==> config.mk <==
export PLATFORM = sky130hd
export DESIGN_NAME = round_robin_slice_scheduler
export DESIGN_NICKNAME = d
export VERILOG_FILES = /design/src/hw/rtl/rrs_pkg.sv /design/src/hw/rtl/round_robin_slice_scheduler.sv /design/src/hw/rtl/rrs_ram.sv /design/src/hw/rtl/rrs_alu.sv
export SDC_FILE = /design/constraint.sdc
export NUM_CORES = 2
export LEC_CHECK = 0
export BUFFER_PORTS_ARGS = -buffer_cell sky130_fd_sc_hd__buf_2
export CORE_ASPECT_RATIO = 0.5
export CORE_MARGIN = 2
export CORE_UTILIZATION = 57
export CTS_CLUSTER_SIZE = 20
export DETAILED_ROUTE_END_ITERATION = 8
export PLACE_DENSITY = 0.74
export SLEW_MARGIN = 40
export SYNTH_ARGS = -nofsm -noshare
export SYNTH_HDL_FRONTEND = slang
export SYNTH_SLANG_ARGS = --single-unit
==> constraint.sdc <==
create_clock -name clk_i -period 7.21 [get_ports clk_i]
set_input_delay 1.8025 -clock clk_i [delete_from_list [all_inputs] [get_ports clk_i]]
set_output_delay 1.8025 -clock clk_i [all_outputs]
set_load 0.02 [all_outputs]
==> src/hw/rtl/rrs_pkg.sv <==
// ----------------------------------------------------------------------------
// rrs_pkg
// Shared types and constants of the round-robin slice scheduler: table
// geometry, action and result codes, and the interface of the shared adder.
// ----------------------------------------------------------------------------
package rrs_pkg;

  localparam int unsigned MAX_ENTRIES = 16;
  localparam int unsigned IDX_W       = (MAX_ENTRIES > 1) ? $clog2(MAX_ENTRIES) : 1;
  localparam int unsigned CNT_W       = $clog2(MAX_ENTRIES + 1);
  localparam int unsigned DATA_W      = 16;
  localparam int unsigned TIME_W      = 24;
  localparam int unsigned KIND_W      = 3;
  localparam int unsigned ACT_W       = 2;

  localparam logic [TIME_W-1:0] TIME_MAX = {TIME_W{1'b1}};
  localparam logic [DATA_W-1:0] QUANTUM_RST = DATA_W'(4);

  // input actions
  localparam logic [ACT_W-1:0] ACT_CLEAR = 2'd0;
  localparam logic [ACT_W-1:0] ACT_LOAD  = 2'd1;
  localparam logic [ACT_W-1:0] ACT_STEP  = 2'd2;

  // result kinds
  localparam logic [KIND_W-1:0] KIND_SLICE   = 3'd0;
  localparam logic [KIND_W-1:0] KIND_IDLE    = 3'd1;
  localparam logic [KIND_W-1:0] KIND_ALLDONE = 3'd2;
  localparam logic [KIND_W-1:0] KIND_LOADED  = 3'd3;
  localparam logic [KIND_W-1:0] KIND_REJECT  = 3'd4;
  localparam logic [KIND_W-1:0] KIND_CLEARED = 3'd5;

  typedef enum logic {
    ALU_ADD,
    ALU_SUB
  } alu_op_e;

  typedef struct packed {
    alu_op_e           op;
    logic [TIME_W-1:0] a;
    logic [TIME_W-1:0] b;
  } alu_req_t;

  typedef struct packed {
    logic [TIME_W-1:0] res;
    logic              carry;  // carry out on add, borrow on subtract
  } alu_rsp_t;

  typedef struct packed {
    logic [DATA_W-1:0] id;
    logic [DATA_W-1:0] arrival;
    logic [DATA_W-1:0] burst;
    logic [DATA_W-1:0] remaining;
  } entry_t;

endpackage

==> src/hw/rtl/round_robin_slice_scheduler.sv <==
// ----------------------------------------------------------------------------
// round_robin_slice_scheduler
// Round-robin job scheduler with a programmable time quantum.
// ----------------------------------------------------------------------------
// Actions arrive one at a time on the input channel and each valid action
// yields exactly one result transfer (an unknown action yields none). Clear
// and load go from idle straight to the hand-over, as does a step once every
// loaded job has completed. Otherwise a step examines the job table one entry
// at a time (read, check) through the single read port of the table RAM,
// starting at the stored scan position and wrapping once to entry 0 when the
// pass already ran a job; it then runs a slice (length, time, remaining work,
// hand-over), with turnaround and waiting before the hand-over when the job
// completes, or an idle tick (tick, hand-over) when no entry is eligible. The
// walk over the table and the one shared 24-bit adder set a step's length.
// The input is ready only while the sequencer is idle; a finished result
// sits in an output register, so the next action may be accepted before it
// is taken. The quantum register is written at any configuration transfer;
// a quantum of zero acts as one. Time saturates at its maximum.
module round_robin_slice_scheduler (
  input  logic                         clk_i,
  input  logic                         rst_ni,

  input  logic                         in_valid_i,
  output logic                         in_ready_o,
  input  logic [rrs_pkg::ACT_W-1:0]    action_i,
  input  logic [rrs_pkg::DATA_W-1:0]   job_id_i,
  input  logic [rrs_pkg::DATA_W-1:0]   arrival_time_i,
  input  logic [rrs_pkg::DATA_W-1:0]   burst_time_i,

  output logic                         out_valid_o,
  input  logic                         out_ready_i,
  output logic [rrs_pkg::KIND_W-1:0]   kind_o,
  output logic [rrs_pkg::DATA_W-1:0]   run_id_o,
  output logic [rrs_pkg::DATA_W-1:0]   slice_length_o,
  output logic [rrs_pkg::TIME_W-1:0]   end_time_o,
  output logic                         finished_o,
  output logic [rrs_pkg::TIME_W-1:0]   turnaround_o,
  output logic [rrs_pkg::TIME_W-1:0]   waiting_o,

  input  logic                         cfg_valid_i,
  output logic                         cfg_ready_o,
  input  logic [rrs_pkg::DATA_W-1:0]   cfg_quantum_i
);
  import rrs_pkg::*;

  // sequencer states
  localparam logic [3:0] S_IDLE = 4'd0;  // wait for an action
  localparam logic [3:0] S_RD   = 4'd1;  // table read in flight
  localparam logic [3:0] S_CHK  = 4'd2;  // test entry for eligibility
  localparam logic [3:0] S_LEN  = 4'd3;  // slice = min(remaining, quantum)
  localparam logic [3:0] S_ADD  = 4'd4;  // advance time by the slice
  localparam logic [3:0] S_REM  = 4'd5;  // write back remaining work
  localparam logic [3:0] S_TA   = 4'd6;  // turnaround
  localparam logic [3:0] S_WT   = 4'd7;  // waiting
  localparam logic [3:0] S_TICK = 4'd8;  // idle tick
  localparam logic [3:0] S_DONE = 4'd9;  // hand result to output register

  logic [3:0]        state_q;
  logic [CNT_W-1:0]  count_q;
  logic [CNT_W-1:0]  completed_q;
  logic [TIME_W-1:0] time_q;
  logic [IDX_W-1:0]  scan_q;
  logic              ran_q;
  logic [DATA_W-1:0] quantum_q;

  // per-step working registers
  logic [IDX_W-1:0]  ptr_q;
  logic              wrap_q;
  entry_t            ent_q;
  logic [DATA_W-1:0] len_q;
  logic [TIME_W-1:0] ta_q;
  logic [TIME_W-1:0] wt_q;
  logic [KIND_W-1:0] res_kind_q;
  logic              res_fin_q;

  // output register
  logic              out_valid_q;
  logic [KIND_W-1:0] kind_q;
  logic [DATA_W-1:0] run_id_q;
  logic [DATA_W-1:0] slice_q;
  logic [TIME_W-1:0] end_time_q;
  logic              finished_q;
  logic [TIME_W-1:0] turnaround_q;
  logic [TIME_W-1:0] waiting_q;

  logic              in_xfer;
  logic              load_ok;
  logic [DATA_W-1:0] q_eff;
  logic [CNT_W-1:0]  ptr_inc;
  logic              last_entry;
  logic [TIME_W-1:0] sat_sum;

  entry_t            rd_entry;
  entry_t            wr_entry;
  logic              ram_we;
  logic [IDX_W-1:0]  ram_waddr;

  alu_req_t          alu_req;
  alu_rsp_t          alu_rsp;

  assign in_ready_o  = (state_q == S_IDLE);
  assign cfg_ready_o = 1'b1;
  assign in_xfer     = in_valid_i & in_ready_o;

  assign load_ok = in_xfer && (action_i == ACT_LOAD) && (burst_time_i != '0)
                   && (count_q < CNT_W'(MAX_ENTRIES));

  assign q_eff      = (quantum_q == '0) ? DATA_W'(1) : quantum_q;
  assign ptr_inc    = CNT_W'(ptr_q) + CNT_W'(1);
  assign last_entry = (ptr_inc >= count_q);
  assign sat_sum    = alu_rsp.carry ? TIME_MAX : alu_rsp.res;

  // Table: loads append at the fill count, slices write back remaining work.
  always_comb begin
    if (state_q == S_REM) begin
      ram_we    = 1'b1;
      ram_waddr = ptr_q;
      wr_entry  = ent_q;
      wr_entry.remaining = alu_rsp.res[DATA_W-1:0];
    end else begin
      ram_we    = load_ok;
      ram_waddr = count_q[IDX_W-1:0];
      wr_entry  = '{id: job_id_i, arrival: arrival_time_i,
                    burst: burst_time_i, remaining: burst_time_i};
    end
  end

  rrs_ram #(
    .Width ($bits(entry_t)),
    .Depth (MAX_ENTRIES)
  ) u_table (
    .clk_i   (clk_i),
    .we_i    (ram_we),
    .waddr_i (ram_waddr),
    .wdata_i (wr_entry),
    .raddr_i (ptr_q),
    .rdata_o (rd_entry)
  );

  // Operand selection for the shared adder, one operation per state.
  always_comb begin
    alu_req = '{op: ALU_SUB, a: '0, b: '0};
    case (state_q)
      S_CHK: begin
        alu_req = '{op: ALU_SUB, a: time_q, b: TIME_W'(rd_entry.arrival)};
      end
      S_LEN: begin
        alu_req = '{op: ALU_SUB, a: TIME_W'(ent_q.remaining), b: TIME_W'(q_eff)};
      end
      S_ADD: begin
        alu_req = '{op: ALU_ADD, a: time_q, b: TIME_W'(len_q)};
      end
      S_TICK: begin
        alu_req = '{op: ALU_ADD, a: time_q, b: TIME_W'(1)};
      end
      S_REM: begin
        alu_req = '{op: ALU_SUB, a: TIME_W'(ent_q.remaining), b: TIME_W'(len_q)};
      end
      S_TA: begin
        alu_req = '{op: ALU_SUB, a: time_q, b: TIME_W'(ent_q.arrival)};
      end
      S_WT: begin
        alu_req = '{op: ALU_SUB, a: ta_q, b: TIME_W'(ent_q.burst)};
      end
      default: begin
        alu_req = '{op: ALU_SUB, a: '0, b: '0};
      end
    endcase
  end

  rrs_alu u_alu (
    .req_i (alu_req),
    .rsp_o (alu_rsp)
  );

  // Control sequencer.
  always_ff @(posedge clk_i or negedge rst_ni) begin
    if (!rst_ni) begin
      state_q     <= S_IDLE;
      count_q     <= '0;
      completed_q <= '0;
      time_q      <= '0;
      scan_q      <= '0;
      ran_q       <= 1'b0;
      quantum_q   <= QUANTUM_RST;
      ptr_q       <= '0;
      wrap_q      <= 1'b0;
      ent_q       <= '0;
      len_q       <= '0;
      ta_q        <= '0;
      wt_q        <= '0;
      res_kind_q  <= KIND_SLICE;
      res_fin_q   <= 1'b0;
      out_valid_q <= 1'b0;
    end else begin
      if (cfg_valid_i && cfg_ready_o) begin
        quantum_q <= cfg_quantum_i;
      end
      // drop the held result once taken, unless a new one replaces it
      if (out_valid_q && out_ready_i && (state_q != S_DONE)) begin
        out_valid_q <= 1'b0;
      end

      case (state_q)
        S_IDLE: begin
          if (in_xfer) begin
            res_fin_q <= 1'b0;
            case (action_i)
              ACT_CLEAR: begin
                count_q     <= '0;
                completed_q <= '0;
                time_q      <= '0;
                scan_q      <= '0;
                ran_q       <= 1'b0;
                res_kind_q  <= KIND_CLEARED;
                state_q     <= S_DONE;
              end
              ACT_LOAD: begin
                if (load_ok) begin
                  count_q    <= count_q + CNT_W'(1);
                  res_kind_q <= KIND_LOADED;
                end else begin
                  res_kind_q <= KIND_REJECT;
                end
                state_q <= S_DONE;
              end
              ACT_STEP: begin
                if (completed_q >= count_q) begin
                  res_kind_q <= KIND_ALLDONE;
                  state_q    <= S_DONE;
                end else begin
                  ptr_q   <= scan_q;
                  wrap_q  <= ran_q;
                  state_q <= S_RD;
                end
              end
              default: begin
                state_q <= S_IDLE;  // drop unknown action
              end
            endcase
          end
        end
        S_RD: begin
          state_q <= S_CHK;
        end
        S_CHK: begin
          // eligible: work left and arrival <= time (no borrow)
          if ((rd_entry.remaining != '0) && !alu_rsp.carry) begin
            ent_q   <= rd_entry;
            state_q <= S_LEN;
          end else if (last_entry) begin
            if (wrap_q) begin
              ptr_q   <= '0;
              wrap_q  <= 1'b0;
              state_q <= S_RD;
            end else begin
              state_q <= S_TICK;
            end
          end else begin
            ptr_q   <= ptr_inc[IDX_W-1:0];
            state_q <= S_RD;
          end
        end
        S_TICK: begin
          time_q     <= sat_sum;
          scan_q     <= '0;
          ran_q      <= 1'b0;
          res_kind_q <= KIND_IDLE;
          state_q    <= S_DONE;
        end
        S_LEN: begin
          len_q   <= alu_rsp.carry ? ent_q.remaining : q_eff;
          state_q <= S_ADD;
        end
        S_ADD: begin
          time_q  <= sat_sum;
          state_q <= S_REM;
        end
        S_REM: begin
          ent_q.remaining <= alu_rsp.res[DATA_W-1:0];
          res_kind_q      <= KIND_SLICE;
          if (last_entry) begin
            scan_q <= '0;
            ran_q  <= 1'b0;
          end else begin
            scan_q <= ptr_inc[IDX_W-1:0];
            ran_q  <= 1'b1;
          end
          if (alu_rsp.res[DATA_W-1:0] == '0) begin
            completed_q <= completed_q + CNT_W'(1);
            res_fin_q   <= 1'b1;
            state_q     <= S_TA;
          end else begin
            state_q <= S_DONE;
          end
        end
        S_TA: begin
          ta_q    <= alu_rsp.res;
          state_q <= S_WT;
        end
        S_WT: begin
          // hold waiting at zero when turnaround is below the burst
          wt_q    <= alu_rsp.carry ? '0 : alu_rsp.res;
          state_q <= S_DONE;
        end
        S_DONE: begin
          if (!out_valid_q || out_ready_i) begin
            out_valid_q <= 1'b1;
            state_q     <= S_IDLE;
          end
        end
        default: begin
          state_q <= S_IDLE;
        end
      endcase
    end
  end

  // Result payload: load when the sequencer hands over, zero unused fields.
  always_ff @(posedge clk_i) begin
    if ((state_q == S_DONE) && (!out_valid_q || out_ready_i)) begin
      kind_q       <= res_kind_q;
      run_id_q     <= (res_kind_q == KIND_SLICE) ? ent_q.id : '0;
      slice_q      <= (res_kind_q == KIND_SLICE) ? len_q : '0;
      end_time_q   <= (res_kind_q inside {KIND_SLICE, KIND_IDLE, KIND_ALLDONE})
                      ? time_q : '0;
      finished_q   <= res_fin_q;
      turnaround_q <= res_fin_q ? ta_q : '0;
      waiting_q    <= res_fin_q ? wt_q : '0;
    end
  end

  assign out_valid_o    = out_valid_q;
  assign kind_o         = kind_q;
  assign run_id_o       = run_id_q;
  assign slice_length_o = slice_q;
  assign end_time_o     = end_time_q;
  assign finished_o     = finished_q;
  assign turnaround_o   = turnaround_q;
  assign waiting_o      = waiting_q;

`ifndef NO_ASSERTIONS
  a_completed_le_count: assert property (@(posedge clk_i) disable iff (!rst_ni)
    completed_q <= count_q)
    else $error("completed jobs exceed loaded jobs");

  a_scan_in_table: assert property (@(posedge clk_i) disable iff (!rst_ni)
    (scan_q == '0) || (CNT_W'(scan_q) < count_q))
    else $error("scan position beyond table fill");

  a_ran_implies_scan: assert property (@(posedge clk_i) disable iff (!rst_ni)
    ran_q |-> (scan_q != '0))
    else $error("pass marked as running at scan position zero");

  a_slice_has_work: assert property (@(posedge clk_i) disable iff (!rst_ni)
    (state_q == S_LEN) |-> (ent_q.remaining != '0))
    else $error("slice started on a job without remaining work");

  a_slice_bounded: assert property (@(posedge clk_i) disable iff (!rst_ni)
    (state_q == S_ADD) |-> ((len_q != '0) && (len_q <= ent_q.remaining)))
    else $error("slice length out of range");
`endif

endmodule

==> src/hw/rtl/rrs_ram.sv <==
// ----------------------------------------------------------------------------
// rrs_ram
// Generic single-write, single-read RAM with registered read data.
// ----------------------------------------------------------------------------
module rrs_ram #(
  parameter int unsigned Width = 8,
  parameter int unsigned Depth = 16
) (
  input  logic                                        clk_i,
  input  logic                                        we_i,
  input  logic [((Depth > 1) ? $clog2(Depth) : 1)-1:0] waddr_i,
  input  logic [Width-1:0]                            wdata_i,
  input  logic [((Depth > 1) ? $clog2(Depth) : 1)-1:0] raddr_i,
  output logic [Width-1:0]                            rdata_o
);

  logic [Width-1:0] mem_q [Depth];

  always_ff @(posedge clk_i) begin
    if (we_i) begin
      mem_q[waddr_i] <= wdata_i;
    end
    rdata_o <= mem_q[raddr_i];
  end

endmodule

==> src/hw/rtl/rrs_alu.sv <==
// ----------------------------------------------------------------------------
// rrs_alu
// Shared 24-bit adder/subtractor used for every time and length operation.
// ----------------------------------------------------------------------------
module rrs_alu (
  input  rrs_pkg::alu_req_t req_i,
  output rrs_pkg::alu_rsp_t rsp_o
);
  import rrs_pkg::*;

  logic [TIME_W:0] sum;

  always_comb begin
    if (req_i.op == ALU_ADD) begin
      sum = {1'b0, req_i.a} + {1'b0, req_i.b};
    end else begin
      sum = {1'b0, req_i.a} - {1'b0, req_i.b};
    end
    rsp_o.res   = sum[TIME_W-1:0];
    rsp_o.carry = sum[TIME_W];
  end

endmodule
==> summary.md <==
| Metric | Value |
|---|---|
| Vias in the first global route | 30,600 |
| Warnings from Yosys | 0 |
| Vias/cell | 6.55 |
| Synth area leader | edfxtp_1 |
| CTS tree | yes |
| Detailed Routing Iterations Pass 1 | 7 |
| Yosys reg bits | 1,393 |
| Count leader, synth | edfxtp_1 |
| Die ar. | 100,000 sq um |
| Starting Density | 57.9% |
| Asr flop ratio synth | 14.1% |
| RSZ-0062 raised after global routing | no |
| Startpoint Class | flip-flop |
| Clk_skew | 73.8 ps |
| Vias after detailed routing | 31,300 |
| Drt wl/cell | 31.0 microns |
| Synth Area per Inst | 17.4 sq um |
| Antenna violations before repair | 4 |
| # clock sinks | 1,393 |
| Layout cell share with drive strength beyond 1 | 24.4% |
| # IOs | 182 |
| Final ANT Viol Nets | 0 |
| Synth Area in Adders | 0.982% |
| GRT Total Usage | 30.0% |
| R2R Setup Slk | 570 ps |
| CTS Buf Count | 113 |
| Count of different cell masters after synthesis | 83 |
| Relative slew slack | 40.1% |
| Total Wirelength | 148 mm |
| CTS H-tree lvls | 3 |
| Post-synthesis mux area share | 13.8% |
| GP Congestion | 0.971 |
| Commonest cells in the netlist | edfxtp_1 (1,132), nand2_1 (440), mux4_2 (320) |
| Main combinational cell family by area after synthesis | multiplexers |
| Share of the clock period used by the worst path | 92.2% |
| Status | complete, no violations |
| Post-CTS Hold Fix Bufs | 0 |
| Hold Crit Depth | 2 |
| Final nets | 3,518 |
| Final worst path period need | 6640 ps |
| Worst skew pair latency | 760 ps |
| Aggregate global routing overflow | 0 |
| Largest cells by area after synthesis | edfxtp_1 (61%), mux4_2 (13%), dfrtp_1 (8.8%) |
| Synth Net Count | 3,297 |
| Worst-margin pin slew | 896 ps |
| Hold Path Class | flip-flop to flip-flop |
| Clock root cell | clkbuf_16 |
| Arr. time, crit path | 7270 ps |
| Core ar. | 95,900 sq um |
| FP Rows | 80 |
| # DRC | 0 |
| Crit Reg-Reg Startpoint | state_q[1]$_DFFE_PN0P_ |
| Share of the synthesized area in the top cell type | 61.2% |
| Clock buffer depth | 3 |
| HP Start | u_table.rdata_o[61]$_DFF_P_ |
| Die width | 445 microns |
| Clk slew on worst S/H paths | 70 ps |
| P_leak | 21.8 nW |
| Max_cap viols | 0 |
| Port-buffer cells | 180 |
| Fill cells | 6,343 |
| Setup_tns | 0 ps |
| Share of the yosys chip area belonging to registers | 72.4% |
| Syn Inst Count | 3,183 |
| Die H | 225 microns |
| CP Capture Type | flip-flop |
| Synth Area in Compound Gates | 4.07% |
| Largest net degree at the start of global routing | 73 |
| Crit-path max FO | 14 |
| Post-synth top flop | edfxtp_1 |
| Crit path kind | flip-flop to flip-flop |
| Crit Reg-Reg Endpoint | completed_q[4]$_DFFE_PN0P_ |
| Post-Synth XOR/XNOR Area | 0.611% |
| Initial DRC count | 4,499 |
| FF+latch area | 40,200 sq um |
| Multi-input gate area | 14,800 sq um |
| Area growth, synth to finish | 12.5% |
| First-pass GRT wire length | 214 mm |
| EDFF count, synth | 1,132 |
| WP data required | 7840 ps |
| Peak supply drop | 485 uV |
| Max Fclk | 151 MHz |
| Synth Area in Simple Gates | 6.71% |
| Hold endpoint | ent_q[61]$_DFFE_PN0P_ |
| Final Max Slew Viols | 0 |
| Mapped Area | 55,500 sq um |
| Final hold violation count | 0 |
| Fin util | 65.1% |
| Worst R2R Path Depth | 21 |
| Post-DP HPWL | 89.4 mm |
| Final setup vio count | 0 |
| Pwr dens | 447 nW/um^2 |
==> final cells by class <==
| type | instances | area share, % |
|---|---|---|
| clock buffer | 150 | 4.96 |
| inverter | 39 | 0.242 |
| sequential | 1393 | 64.4 |
| timing repair buffer | 279 | 3.09 |
| antenna | 2 | 0.00801 |
| multi-input combinational | 1578 | 23.7 |
| tap | 1271 | 2.55 |
| clock inverter | 65 | 1.09 |
==> worst max-delay path, cell delays in order, from the launching register on <==
cell and delay [ps]:
dfrtp_1 690, inv_2 240, and2_1 230, o21ba_2 220
nor3_1 380, ha_1 240, nor3b_1 330, nand4_1 320
o21ai_0 450, nand2_1 130, xnor2_1 240, ha_1 360
a21oi_1 190, o21ai_0 220, a21oi_1 270, o21ai_0 270
xnor2_2 480, nor4b_1 310, buf_4 200, nand3_1 130
or4_1 530, nand2_1 80
==> cells in the final DEF (no fill, tap or decap), types with 18 or more instances in the layout <==
cell,n
dfrtp_1,192
a222oi_1,19
and2_1,114
o21ai_0,80
mux2_2,20
xnor2_1,18
dfxtp_1,64
edfxtp_1,1132
ha_1,42
o31ai_1,23
a31oi_1,23
nand2_1,438
buf_2,181
mux4_2,320
inv_1,37
nand3_1,55
clkbuf_16,114
clkinv_1,21
clkbuf_1,25
clkinv_2,22
buf_4,68
mux2i_1,20
nor2_1,48
o211ai_1,18
a21oi_1,70
==> worst max path at each step <==
stage	end	start	depth (start not counted)
floorplan	u_table.mem_q[1][0]$_DFFE_PP_	state_q[0]$_DFFE_PN0P_	10
global placement	completed_q[4]$_DFFE_PN0P_	state_q[1]$_DFFE_PN0P_	20
detailed placement	completed_q[4]$_DFFE_PN0P_	state_q[1]$_DFFE_PN0P_	20
CTS	completed_q[4]$_DFFE_PN0P_	state_q[1]$_DFFE_PN0P_	20
global route	completed_q[4]$_DFFE_PN0P_	state_q[1]$_DFFE_PN0P_	21
finish	completed_q[4]$_DFFE_PN0P_	state_q[1]$_DFFE_PN0P_	21
==> cells by family (layout without fill, tap and decap cells) <==
family                   after synthesis  in the layout
AND/OR/NAND/NOR                      800            800
XOR/XNOR                              37             37
multiplexers                         361            361
AO/OA/AOI/OAI                        336            336
flip-flops                          1393           1393
buffers and inverters                212            533
adder cells (fa/ha/maj)               43             43
other                                  1              3
==> timing repair <==
| action | CTS | global route |
|---|---|---|
| buffers inserted | 0 | 1 |
| gates resized for setup | 0 | 0 |
| setup endpoints to repair | 0 | 1 |
==> where the power goes <==
part	total, mW	switching [mW]	internal, mW
clock network	6.32	2.91	3.41
logic	10.7	6.72	3.98
registers	10.9	1.04	9.88
==> flip-flops by register name (all words and copies together) (netlist names), 24 cells and up <==
name / cells
ent_q: 64
wt_q: 24
u_table.mem_q: 1024
end_time_o: 24
ta_q: 24
u_table.rdata_o: 64
turnaround_o: 24
waiting_o: 24
time_q: 24
==> stage by stage <==
step           instance area [sq um]  cells  setup WS, ps  hold slack [ps]  total power, mW
2_1_floorplan                  55500   3183           917              398             17.5
3_3_place_gp                   58200   4545           480              402             21.3
3_5_place_dp                   58600   4557           432              410             21.5
4_1_cts                        62400   4772           370              421             27.8
5_1_grt                        62500   4775          81.1              448             29.1
6_report                       62500   4777           565              423             27.9
==> metal layers <==
metal  vias to the layer above  GRT usage (%)  wire length [microns]
met5                         -              0                     32
met4                         4           6.97                   3390
met3                       215           6.86                  17500
met2                      1947           46.0                  68700
met1                     16200           44.4                  58500
li1                      12900              -                      -
No activity file was read; power rests on OpenSTA's default activity.
